$ cat src/hdl/sgf_ram.sv
`default_nettype none

module sgf_ram #(
  parameter int WIDTH = 8,
  parameter int DEPTH = 64
) (
  input  logic                     clk,
  input  logic                     we,
  input  logic [$clog2(DEPTH)-1:0] waddr,
  input  logic [WIDTH-1:0]         wdata,
  input  logic [$clog2(DEPTH)-1:0] raddr,
  output logic [WIDTH-1:0]         rdata
);

  logic [WIDTH-1:0] mem [DEPTH];

  always_ff @(posedge clk) begin
    if (we) begin
      mem[waddr] <= wdata;
    end
    rdata <= mem[raddr];
  end

endmodule

`default_nettype wire

$ cat config.mk
export PLATFORM = sky130hd
export DESIGN_NAME = sgf_ram
export DESIGN_NICKNAME = d
export VERILOG_FILES = /design/src/hdl/sgf_ram.sv
export SDC_FILE = /design/constraint.sdc
export NUM_CORES = 1
export LEC_CHECK = 0
export BUFFER_PORTS_ARGS = -buffer_cell sky130_fd_sc_hd__buf_4
export CAP_MARGIN = 20
export CORE_AREA = 2 2 204 206
export DETAILED_ROUTE_END_ITERATION = 7
export DIE_AREA = 0 0 206 208
export PLACE_DENSITY = 0.65
export RECOVER_POWER = 50
export SLEW_MARGIN = 10
export SYNTH_ARGS = -nofsm -noshare
export SYNTH_HDL_FRONTEND = slang
export SYNTH_SLANG_ARGS = --single-unit
$ cat constraint.sdc
create_clock -name clk -period 2.1 [get_ports clk]
set_input_delay 0.21 -clock clk [delete_from_list [all_inputs] [get_ports clk]]
set_output_delay 0.21 -clock clk [all_outputs]
set_load 0.02 [all_outputs]
==> results of run 1 <==
## layer usage
layer / vias to the layer above / track usage, % / part of all wire (%)
met5: - / 0 / 0
met4: 0 / 6.92 / 2.8
met3: 72 / 3.95 / 7.3
met2: 372 / 34.1 / 48
met1: 5217 / 30.7 / 41
li1: 4267 / - / -
## what timing repair did
item	CTS	global route
hold buffers	1	0
gates resized for setup	0	0
endpoints found under the hold margin	7	0
## power groups by stage
stage | registers [uW] | clock network [uW] | logic, uW
after floorplan | 11700 | 0 | 612
after global placement | 11700 | 0 | 1190
after detailed placement | 11800 | 0 | 1210
after CTS | 11500 | 9120 | 1210
after global routing | 11500 | 9490 | 1270
final | 11500 | 8950 | 1190
## sequential cells by signal, summed over array words and instances (netlist names)
| signal | count |
|---|---|
| mem | 512 |
| rdata | 8 |
## per-stage QoR
step	worst slack, ps	hold WS [ps]	std cells	util, %
after global placement	-55.2	578	1587	54.1
after floorplan	222	309	940	-
after detailed placement	-99.7	576	1587	54.1
after CTS	165	113	1681	58.2
final	143	186	1683	58.1
after global routing	104	198	1683	58.1
## critical path: cells and delay by family (launching register included)
family | cells | cell delay (ps)
mux | 1 | 480
flops | 1 | 350
buf+inv | 1 | 220
simple gates | 1 | 170
compound gates | 2 | 630
## worst paths after layout
kind,from,end,slack (ps),cells past startpoint
hold / removal,waddr[2],mem[50][3],190,3
setup reg to reg,mem[3][3],rdata[3],140,5
hold reg to reg,mem[30][4],rdata[4],830,3
setup / recovery,mem[3][3],rdata[3],140,5
## cells in the final DEF, fill, tap and decap left out, types with 13 or more instances in the layout
cell / n
buf_12: 14
buf_4: 140
clkbuf_1: 16
clkbuf_16: 53
clkinv_2: 16
edfxtp_1: 512
mux2_2: 13
mux2i_1: 23
mux4_2: 126
nand2_1: 19
nand3_1: 13
nor2_1: 83
nor2b_1: 14
## cell type report
cell class | instances | share of cell area [%]
repair buffers | 167 | 5.97
well taps | 532 | 2.82
diodes | 2 | 0.0212
clock buffers | 66 | 5.83
multi-input cells | 369 | 18.3
flip-flops and latches | 520 | 65.9
clock inverters | 27 | 1.13
## logic make-up after synthesis
kind of cell | share of synthesized area [%]
compound gates | 2.07
buf+inv | 1.57
simple gates | 3.39
mux | 15.9
flops | 77.0
==> metrics, run 1 <==
post-synthesis area per instance approximately 21 sq um; Clock power frac 41.3%; count leader, synth edfxtp_1; MaxCap Viol Count 0; Int Pwr around 17,000 uW; routability cong. ~0.83; worst-path maximum fanout 1; # IOs 30; status complete, no violations; # setup viols final 0; Die Wd roughly 210 microns; Final ANT Viol Nets 0; port bufs 29; H-tree Lvls 2; nets roughly 1,100; required time worst endpoint 2560 ps; fill cell count 2,959; sw power roughly 4400 uW; DR pass1 iterations 5; most frequent cells after synthesis edfxtp_1, mux4_2, nor2_1, mux2i_1, nand2_1; wire per inst approximately 27 microns; Max stage delay cell, worst path a2111oi_0; post-synthesis async set-or-reset flop share 0%; final hold vios 0; synth top area cells edfxtp_1, mux4_2, nor2_1; RSZ-0062 raised after global routing false; Setup CP Type flop to flop; Slew HR under 10%; routed vias/inst between 5 and 6; setup tns final 0 ps; Multi-input gate area 0.00432 sq mm; Max Slew Vio Count 0; DRT iter0 DRCs 1,014; EDFF count, synth around 510; Tot Pwr 21,700 uW; Synth top area share around three quarters; Crit path largest cell delay ~570 ps; largest net degree at the start of global routing 65; Setup Buffers After CTS 0; area of the mapped netlist approximately 0.020 sq mm; # clock sinks between 500 and 600; Cell Area, Placed roughly 0.022 sq mm; register area 0.0155 sq mm; CTS tree built; #FFs+latches synth 520; Die Height ~210 microns; num rows 74; period utilisation layout between 90 and 100%; Yosys cell types 40; Yosys warning total 0; worst path cell trace mux4_2 > nor2b_1 > a2111oi_0 > buf_4 > o41ai_1; Initial Utilization 49.7%; post-synthesis sequential area ratio between 70% and 80%; Die ar. between 0.04 and 0.05 sq mm; Tot GR Track Use between 20% and 30%; clk_lat worst skew 590 ps; dpl hpwl 28,300 microns; Slew @ Worst Pin roughly 1400 ps; Fmax around 510 MHz; post-synthesis instance total between 900 and 1,000; post-route cell area 0.0236 sq mm; Crit. End Element flop; worst hold path class primary input to flop; layout cells sized above 1 approximately a third; maximum clock path buffer count 3; CTS clk-pin slew, worst paths ~60 ps; root buf cell clkbuf_16; vias ~9,900; syn_nets approximately 960; cts bufs inserted 52; Pwr Density ~920 mW/mm^2; element type at the critical path start flop; Flop pwr share between 50% and 60%; DRC viols 0; maximum vdd drop approximately 0.81 mV; Clock Skews around 24 ps; sw frac about a fifth; vias in the first global route 10,100; cell taking the most area after synthesis edfxtp_1; initial antenna violation count 2; grt total ovfl 0; combinational share of power around 5.5%; first-pass GRT wire length approximately 66,000 microns; P&R area growth vs syn 16.9%; core area roughly 0.04 sq mm; final wirelength ~45,000 microns; leakage between 0.007 and 0.008 uW; predominant post-synthesis flop cell edfxtp_1; WP data arrival between 2000 and 2500 ps; fin crit period between 1500 and 2000 ps
Note: power is estimated with default switching activity, not from simulation.
==> run 2, diff against run 1 <==
Settings changed: MAX_ROUTING_LAYER from default to met4.
==> run 2 against run 1 <==
Sequential share of layout area stayed put; non-clock buffer count stayed put; first-iteration DRC count is 2.9% lower; flip-flop and latch count stayed put; via count is 0.38% lower.
==> metrics, run 2 (synthesis gave the netlist of run 1 again) <==
sw frac between 20 and 25%; wire per inst roughly 27 microns; cts bufs inserted 52; # clock sinks 520; reg2reg end rdata[3]; combinational share of power 5.5%; Metal-1 WL approximately 19,000 microns; # setup viols final 0; largest net degree at the start of global routing between 60 and 70; Slew HR between 5 and 6%; crit path buf inv count 1; final wirelength ~45,000 microns; Biggest register mem; initial antenna violation count 2; most common cell after layout, fill and taps aside edfxtp_1; worst-path maximum fanout 1; Int Pwr approximately 17,000 uW; P&R area growth vs syn 16.9%; sw power between 4000 and 5000 uW; DRC viols 0; WL met2 21,700 microns; Final ANT Viol Nets 0; Die Height 208 microns; # IOs 30; grt total ovfl 0; maximum vdd drop 0.810 mV; Slew @ Worst Pin between 1000 and 1500 ps; routability cong. about 0.84; num rows 74; WP data arrival about 2400 ps; layout cells sized above 1 between 30% and 40%; nets ~1,100; Die Wd just over 200 microns; worst path cell trace mux4_2 > nor2b_1 > a2111oi_0 > buf_4 > o41ai_1; WHS Path Cells 3; vias in the first global route just over 10,000; first-pass GRT wire length approximately 66,000 microns; fill cell count 2,959; Die ar. between 0.04 and 0.05 sq mm; routed vias/inst 5.88; dpl hpwl 28,300 microns; Cell Area, Placed between 0.02 and 0.025 sq mm; leakage roughly 0.0077 uW; element type at the critical path start flop; status complete, no violations; required time worst endpoint between 2000 and 3000 ps; final hold vios 0; clk_lat worst skew 590 ps; period utilisation layout between 90% and 100%; port bufs 29; Hold Path Sink mem[50][3]; Setup CP Type flop to flop; Clock Skews approximately 27 ps; MaxCap Viol Count 0; CTS tree built; DR WL met3 between 3000 and 4000 microns; maximum clock path buffer count 3; most frequent cells in the layout edfxtp_1, buf_4, mux4_2; Tot GR Track Use around 22%; Initial Utilization between 40% and 50%; RSZ-0062 raised after global routing false; CTS clk-pin slew, worst paths 60 ps; Max Slew Vio Count 0; root buf cell clkbuf_16; post-route cell area about 0.024 sq mm; DR pass1 iterations 5; Clock power frac a little over 40%; Crit. End Element flop; Largest regs mem (512), rdata (8); DRT iter0 DRCs between 900 and 1,000; Crit path largest cell delay approximately 580 ps; fin crit period 1960 ps; Max stage delay cell, worst path a2111oi_0; vias about 9,900; flip-flop count of the largest register after layout 512; r2r setup slk between 100 and 150 ps; Hold Startpoint waddr[2]; R2R cell count 5; Pwr Density just over 900 mW/mm^2; Util after Layout between 50% and 60%; CP top delay family compound AO/OA/AOI/OAI gates; H-tree Lvls 2; Fmax 510 MHz; DR top layer met4; Flop pwr share a little over half; Tot Pwr between 20,000 and 25,000 uW; worst reg2reg path startpoint mem[0][3]; core area 0.0406 sq mm; worst hold path class primary input to flop
## run 2: worst max path at each step
stage / from / to / cells past startpoint
after floorplan: raddr[1] / rdata[3] / 7
after global placement: raddr[0] / rdata[4] / 7
after detailed placement: raddr[0] / rdata[3] / 7
after CTS: mem[2][3] / rdata[3] / 5
after global routing: mem[3][3] / rdata[3] / 5
final: mem[0][3] / rdata[3] / 5
## run 2: what timing repair did
action	4_1_cts	5_1_grt
hold buffers	1	0
setup buffers	0	0
hold endpoints to repair	7	0
resized for setup	0	0
setup endpoints to repair	0	0
## run 2: power by group through the flow
stage               Combinational (uW)  Sequential (uW)  Clock, uW
finish                            1190            11500       8960
global route                      1270            11500       9490
detailed placement                1210            11800          0
global placement                  1190            11700          0
floorplan                          612            11700          0
CTS                               1210            11500       9120
## run 2: layout make-up
class | instances | area, sq um | area share [%]
tap | 532 | 666 | 2.82
clock buffer | 66 | 1380 | 5.83
timing repair buffer | 167 | 1410 | 5.97
sequential | 520 | 15500 | 65.9
antenna | 2 | 5.00 | 0.0212
multi-input combinational | 369 | 4320 | 18.3
clock inverter | 27 | 265 | 1.13
## run 2: worst reg2reg max path: stages (launching register included)
cell,delay [ps]
edfxtp_1,360
mux4_2,470
nor2b_1,160
a2111oi_0,580
buf_4,220
o41ai_1,60
## run 2: per-stage QoR
step	setup slack, ps	hold WS, ps	setup TNS (ps)	std cells
2_1_floorplan	222	309	0	940
3_3_place_gp	-55.2	578	-98.1	1587
3_5_place_dp	-99.7	576	-272	1587
4_1_cts	165	113	0	1681
5_1_grt	104	198	0	1683
6_report	139	195	0	1683
## run 2: layer usage
| layer | up-vias | track usage (%) |
|---|---|---|
| met1 | 5222 | 30.8 |
| met5 | - | - |
| met3 | 77 | 3.90 |
| met2 | 322 | 34.0 |
| li1 | 4269 | - |
| met4 | 0 | 6.92 |
==> run 3, diff against run 2 <==
Settings changed: BUFFER_PORTS_ARGS -buffer_cell sky130_fd_sc_hd__buf_4 to -buffer_cell sky130_fd_sc_hd__buf_2.
==> run 3 against run 2 <==
The flow now finishes with violations (capacitance limit, slew limit); sequential power about the same; flip-flop and latch count stayed put; maximum frequency decreased by 2.0%; power is 1.6% lower; cell area is 0.34% lower; critical path depth unchanged.
==> metrics, run 3 (synthesis gave the netlist of run 1 again) <==
status finished, violations left; failing checks capacitance limit, slew limit; Util after Layout between 50% and 60%; Cell Area, Placed roughly 0.022 sq mm; Setup CP Type flop to flop; Die Wd 206 microns; Slew HR -35.1%; DRC viols 0; Final ANT Viol Nets 0; ANT cells 0; post-route cell area between 0.02 and 0.025 sq mm; Die ar. about 0.043 sq mm; # setup viols final 0; P&R area growth vs syn 16.5%; Biggest register mem; flip-flop count of the largest register after layout about 500; MaxCap Viol Count 1; WHS 81.3 ps; maximum vdd drop 0.621 mV; DR pass1 iterations 5; port bufs 29; CP top delay family multiplexers; Fmax roughly 500 MHz; routability cong. between 0.8 and 0.9; Largest regs mem (512), rdata (8); Hold Startpoint raddr[5]; worst path cell trace mux4_2 > mux2_2 > o221a_2 > nor3_1 > o32ai_1; layout cells sized above 1 32.8%; CTS clk-pin slew, worst paths ~60 ps; required time worst endpoint 2550 ps; crit path buf inv count 0; DRT iter0 DRCs about 880; root buf cell clkbuf_16; cts repair resizes 0; vias in the first global route between 10,000 and 15,000; # clock sinks 520; nets ~1,100; final hold vios 0; core area a little over 0.04 sq mm; CTS tree built; fin crit period 2000 ps; wire per inst roughly 26 microns; Slew @ Worst Pin roughly 2000 ps; pre-CTS setup slack -275 ps; Die Height 208 microns; RSZ-0062 raised after global routing false; period utilisation layout between 90% and 100%; WP data arrival 2450 ps; vias 9,933; worst hold path class primary input to flop; Crit path largest cell delay between 400 and 500 ps; worst-path maximum fanout 1; # IOs 30; most frequent cells in the layout edfxtp_1, mux4_2, buf_4; element type at the critical path start flop; dpl hpwl slightly below 30,000 microns; final setup margin roughly 100 ps; Pwr Density ~910 mW/mm^2; first-pass GRT wire length about 66,000 microns; Max stage delay cell, worst path mux4_2; H-tree Lvls 2; hold buffers post-CTS 0; Initial Utilization around 50%; Max Slew Vio Count 46; most common cell after layout, fill and taps aside edfxtp_1; cts bufs inserted just over 50; Setup Buffers After CTS 0; final wirelength ~44,000 microns; worst reg2reg path startpoint mem[29][6]; Tot GR Track Use 22.2%; CP startpoint mem[29][6]; clk_lat worst skew just under 600 ps; grt total ovfl 0; Crit. End Element flop; maximum clock path buffer count 3; num rows 74; initial antenna violation count 1; routed vias/inst 5.87; leakage between 0.007 and 0.008 uW; largest net degree at the start of global routing 46; Clock Skews roughly 10 ps
run 3: cell types whose count changed in the layout (fill, tap and decap cells not counted), sizes merged:
cell | previous run | this run
buf | 154 | 155
bufinv | 5 | 1
clkbuf | 78 | 94
clkinv | 20 | 21
clkinvlp | 2 | 0
diode | 2 | 0
dlygate4sd3 | 1 | 0
run 3: per-layer routing:
metal  share of wire [%]  vias up  global-route usage [%]
met3                 6.8       88                    4.18
met4                 2.9        0                    7.07
li1                    -     4282                       -
met2                  48      344                    33.5
met5                   0        -                       -
met1                  42     5219                    30.9
run 3: worst reg2reg max path: cells and delay by family, from the launching register on:
family	cells	cell delay, ps
compound gates	2	420
simple gates	1	340
flops	1	370
mux	2	750
run 3: worst paths after layout:
| path | to | slack (ps) | cells past startpoint |
|---|---|---|---|
| worst min register to register | rdata[4] | 850 | 3 |
| worst max-delay path | rdata[6] | 100 | 5 |
| worst min-delay path | rdata[6] | 80 | 3 |
| worst max register to register | rdata[6] | 100 | 5 |
run 3: cell type report:
| type | instances | area [sq um] |
|---|---|---|
| repair buffers | 178 | 1380 |
| multi-input cells | 369 | 4320 |
| fillers | 2974 | 17100 |
| clock inverters | 22 | 133 |
| well taps | 532 | 666 |
| clock buffers | 71 | 1460 |
| flip-flops and latches | 520 | 15500 |
run 3: stage by stage:
stage                     TNS, ps  std cells  power, uW
after floorplan                 0        940      12400
after global placement       -817       1599      12900
after detailed placement     -813       1599      12900
after CTS                       0       1692      21500
after global routing            0       1692      22000
final                           0       1692      21400
run 3: power by group:
| group | switching [uW] | internal [uW] |
|---|---|---|
| Combinational | 687 | 478 |
| Clock | 3690 | 4970 |
| Sequential | 33.2 | 11500 |
| Total | 4410 | 16900 |
